--- config.mk ---
export PLATFORM = sky130hd
export DESIGN_NAME = lbp_window
export DESIGN_NICKNAME = d
export VERILOG_FILES = /design/src/rtl/lbp_pkg.sv /design/src/rtl/lbp_window.sv
export SDC_FILE = /design/constraint.sdc
export NUM_CORES = 1
export LEC_CHECK = 0
export ABC_AREA = 1
export BUFFER_PORTS_ARGS = -buffer_cell sky130_fd_sc_hd__buf_2
export CORE_ASPECT_RATIO = 0.6
export CORE_MARGIN = 2
export CORE_UTILIZATION = 60
export DETAILED_ROUTE_END_ITERATION = 7
export MAX_ROUTING_LAYER = met4
export PLACE_DENSITY = 0.85
export REMOVE_ABC_BUFFERS = 1
export SETUP_SLACK_MARGIN = 0.5
export SLEW_MARGIN = 40
export SYNTH_ARGS = -nofsm -noshare
export SYNTH_HDL_FRONTEND = slang
export SYNTH_SLANG_ARGS = --single-unit
export TNS_END_PERCENT = 100
--- constraint.sdc ---
create_clock -name clk -period 1.8 [get_ports clk]
set_input_delay 0.09 -clock clk [delete_from_list [all_inputs] [get_ports clk]]
set_output_delay 0.09 -clock clk [all_outputs]
set_load 0.005 [all_outputs]
--- src/rtl/lbp_pkg.sv ---
`timescale 1ns / 1ps
// ----------------------------------------------------------------------------
// lbp_pkg
// Shared constants and types for the 3x3 local binary pattern stream block.
// ----------------------------------------------------------------------------
package lbp_pkg;

  localparam int MAX_WIDTH_DEFAULT  = 2048;
  localparam int PIXEL_BITS_DEFAULT = 8;

  localparam int PIXEL_IN_BITS  = 8;
  localparam int CODE_BITS      = 8;
  localparam int LINE_REG_BITS  = 12;
  localparam int HEIGHT_BITS    = 13;
  localparam int ROW_BITS       = 12;
  localparam int MAX_HEIGHT     = 4096;
  localparam int CFG_INDEX_BITS = 2;
  localparam int CFG_DATA_BITS  = 13;

  localparam logic [LINE_REG_BITS-1:0] LINE_WIDTH_RESET   = 12'd640;
  localparam logic [HEIGHT_BITS-1:0]   FRAME_HEIGHT_RESET = 13'd480;

  localparam logic [CFG_INDEX_BITS-1:0] REG_LINE_WIDTH   = 2'd0;
  localparam logic [CFG_INDEX_BITS-1:0] REG_FRAME_HEIGHT = 2'd1;

  typedef struct packed {
    logic valid;
    logic emit;
    logic last;
  } step_t;

endpackage

--- src/rtl/lbp_window.sv ---
`timescale 1ns / 1ps
// ----------------------------------------------------------------------------
// lbp_window
// Six window registers and the eight neighbor compares that form the code.
// ----------------------------------------------------------------------------
module lbp_window #(
  parameter int PIXEL_BITS = lbp_pkg::PIXEL_BITS_DEFAULT
) (
  input  logic                           clk,
  input  logic                           rst,
  input  logic                           shift,
  input  logic [PIXEL_BITS-1:0]          top,
  input  logic [PIXEL_BITS-1:0]          mid,
  input  logic [PIXEL_BITS-1:0]          bot,
  output logic [lbp_pkg::CODE_BITS-1:0]  code
);

  // Entries 0 and 1 hold the top row, 2 and 3 the middle row, 4 and 5 the
  // bottom row, older column first. Entry 3 is the center pixel.
  logic [PIXEL_BITS-1:0] win [6];

  always_ff @(posedge clk) begin
    if (rst) begin
      for (int i = 0; i < 6; i++) begin
        win[i] <= '0;
      end
    end else if (shift) begin
      win[0] <= win[1];
      win[1] <= top;
      win[2] <= win[3];
      win[3] <= mid;
      win[4] <= win[5];
      win[5] <= bot;
    end
  end

  always_comb begin
    code[7] = (win[0] >= win[3]);
    code[6] = (win[1] >= win[3]);
    code[5] = (top    >= win[3]);
    code[4] = (mid    >= win[3]);
    code[3] = (bot    >= win[3]);
    code[2] = (win[5] >= win[3]);
    code[1] = (win[4] >= win[3]);
    code[0] = (win[2] >= win[3]);
  end

endmodule

==> impl_results.md <==
* Setup ws final at -0.108 ns
* Final hold violation count at 0
* Die span in x at 101 um
* Row cnt at 21
* Hold depth at 3
* Vias at 2586
* CP required at between 1.5 and 2 ns
* Total CTS buffers at 5
* Detailed Route WL at 7.22 mm
* Starting Density at about three fifths
* Largest regs: win: 48 flops
* Die Y at around 62 um
* GRT Residual Overflow at 0
* CP Class: reg -> out
* Synth Flop Type: edfxtp_1
* Synth area leader: edfxtp_1
* Core Region at 5490 um^2
* EDFF count, synth at 48
* Worst hold slack at 0.0862 ns
* Seq/Total Area, Yosys at a little over two fifths
* Async SR Flop Fraction at 0%
* Area delta synth->final at 19.5%
* Vias in the first global route at 2374
* 1st-iter DRT viols at about 140
* Synth top cells by count: inv_1 (83), nand2_1 (78), ha_1 (64)
* Power Density at 742 nW/um^2
* Achievable clock frequency at about 520 MHz
* Reg with most FFs: win
* Final ANT Viol Nets at 0
* Run status: complete, but fails checks
* DRC at 0
* R2R depth at 5
* Layout cell share with drive strength beyond 1 at 22.3%
* Root Buffer: clkbuf_8
* Synth warn at 0
* Initial antenna violation count at 0
* CP arrival at 1.82 ns
* Worst hold path class: in -> reg
* Synthesized flop and latch total at 48
* Clock slew at reported path FFs at roughly 0.10 ns
* Endpoints failing setup at 8
* GRT Total Usage at 24.0%
* RSZ-0062 raised after global routing: yes
* Failing checks: setup timing
* Inst Count DP at 477
* Pre-CTS setup slack at between 0.2 and 0.25 ns
* Antenna diode count at 0
* Tmin final at 1.91 ns
* Wire per inst at 14.5 um
* Distinct cells, synth at 16
* Max reg flops at 48
* Top cell type's share of synthesized area at 42.9%
* Slew @ Worst Pin at 0.674 ns
* Avg Inst Size Synth at 8.89 um^2
* # IOs at 35
* Largest net degree at the start of global routing at just under 50
* Worst setup EP type: output port
* CTS tree: built
* Max FO, Critical Path at 4
* Worst skew pair latency at 0.32 ns
* Pleak at roughly 2.0 nW
* CTS Buffer Depth at 2
* Peak supply drop at 528 uV
* Count leader, synth: inv_1
* Filler instances at 388
* Synth area leaders: edfxtp_1 (43%), ha_1 (24%), inv_1 (9.3%)
* Total die area at roughly 6200 um^2
* DP Wirelength at 4.61 mm
* Global-route wire length before repair at 10.8 mm
* Startpoint Class: flop
* Layout net count at 520
* H-Tree Depth at 2
* Slew Viols, Final at 0
* Synth Instances at about 380
* Final std cells w/o fill at 499
* CTS Sinks at 48
* Router iterations before antenna repair at 5
* Port Buffers at 34
* Gpl congestion at 0.838
* Crit share post-route at 106%
* Vias/cell at 5.18
* Max Clock Skew at 0.00453 ns
* Mapped Area at 3360 um^2
* Slew headroom at 55.1%
* Area of the multi-input gates at ~1700 um^2
* Max-cap viol count at 0
* Register area at 1440 um^2
==> worst paths after layout <==
path,from,end,slack [ns]
worst max-delay path,win[3][7],code[3],-0.11
worst min-delay path,top[6],win[1][6],0.09
worst max register to register,win[3][7],win[2][7],0.53
worst min register to register,win[5][0],win[4][0],0.58
==> worst max-delay path, stage by stage (launching register included) <==
cell and delay [ns]:
edfxtp_1 0.42, buf_6 0.13, clkinvlp_4 0.18, ha_4 0.29, nand2_1 0.06, inv_1 0.04, nor2_1 0.09, o21a_1 0.12
nand2_1 0.05, buf_2 0.12
==> report_power, final <==
part | internal [mW] | total, mW | switching [mW]
Clock | 0.412 | 0.812 | 0.400
Sequential | 1.32 | 1.37 | 0.0511
Combinational | 0.353 | 0.800 | 0.448
Total | 2.08 | 2.98 | 0.899
==> metrics by stage <==
| step | instance area, um^2 | TNS [ns] | util, % | total power, mW |
|---|---|---|---|---|
| 2_1_floorplan | 3310 | 0 | - | 1.83 |
| 3_3_place_gp | 3590 | 0 | 65.4 | 2.00 |
| 3_5_place_dp | 3590 | 0 | 65.4 | 2.05 |
| 4_1_cts | 3930 | -0.261 | 71.5 | 2.91 |
| 5_1_grt | 4020 | -1.34 | 73.1 | 3.14 |
| 6_report | 4020 | -0.631 | 73.1 | 2.98 |
==> final cells by class <==
cell class | count | share of cell area [%]
Sequential cell | 48 | 35.9
Timing Repair inverter | 2 | 0.374
Timing Repair Buffer | 47 | 7.63
Clock buffer | 5 | 1.71
Clock inverter | 3 | 1.06
Inverter | 83 | 8.22
Multi-Input combinational cell | 242 | 43.0
Tap cell | 69 | 2.15
==> layer usage <==
metal	vias to the layer above	wire length, um	GRT usage (%)
li1	1303	-	-
met1	1216	3290	31.1
met2	59	3580	39.5
met3	8	298	4.25
met4	0	52	7.24
met5	-	0	-
==> logic make-up after synthesis <==
group	count (synthesis)	share of synthesized area [%]
AO/OA/AOI/OAI	24	4.17
adder cells (fa/ha/maj)	64	23.8
buffers and inverters	88	10.7
flip-flops	48	42.9
AND/OR/NAND/NOR	154	18.5
==> cell usage in the layout, fill, tap and decap left out, drive strengths merged <==
cell type and n:
nand2 79, inv 78, nor2 65, ha 64, edfxtp 48, buf 47
a21oi 16, nand3 8, clkinvlp 8, o21a 7, clkbuf 5, a21o 1
nand4 1, or2 1, bufinv 1, clkinv 1
==> timing repair <==
item                       in CTS  in global routing
cloned                          2                  0
hold buffers                    0                  0
gates resized for setup        18                 13
pin swaps                       3                  6
setup endpoints to repair       8                  8
buffers inserted               11                  1
Power figures use the tool's default switching activity.
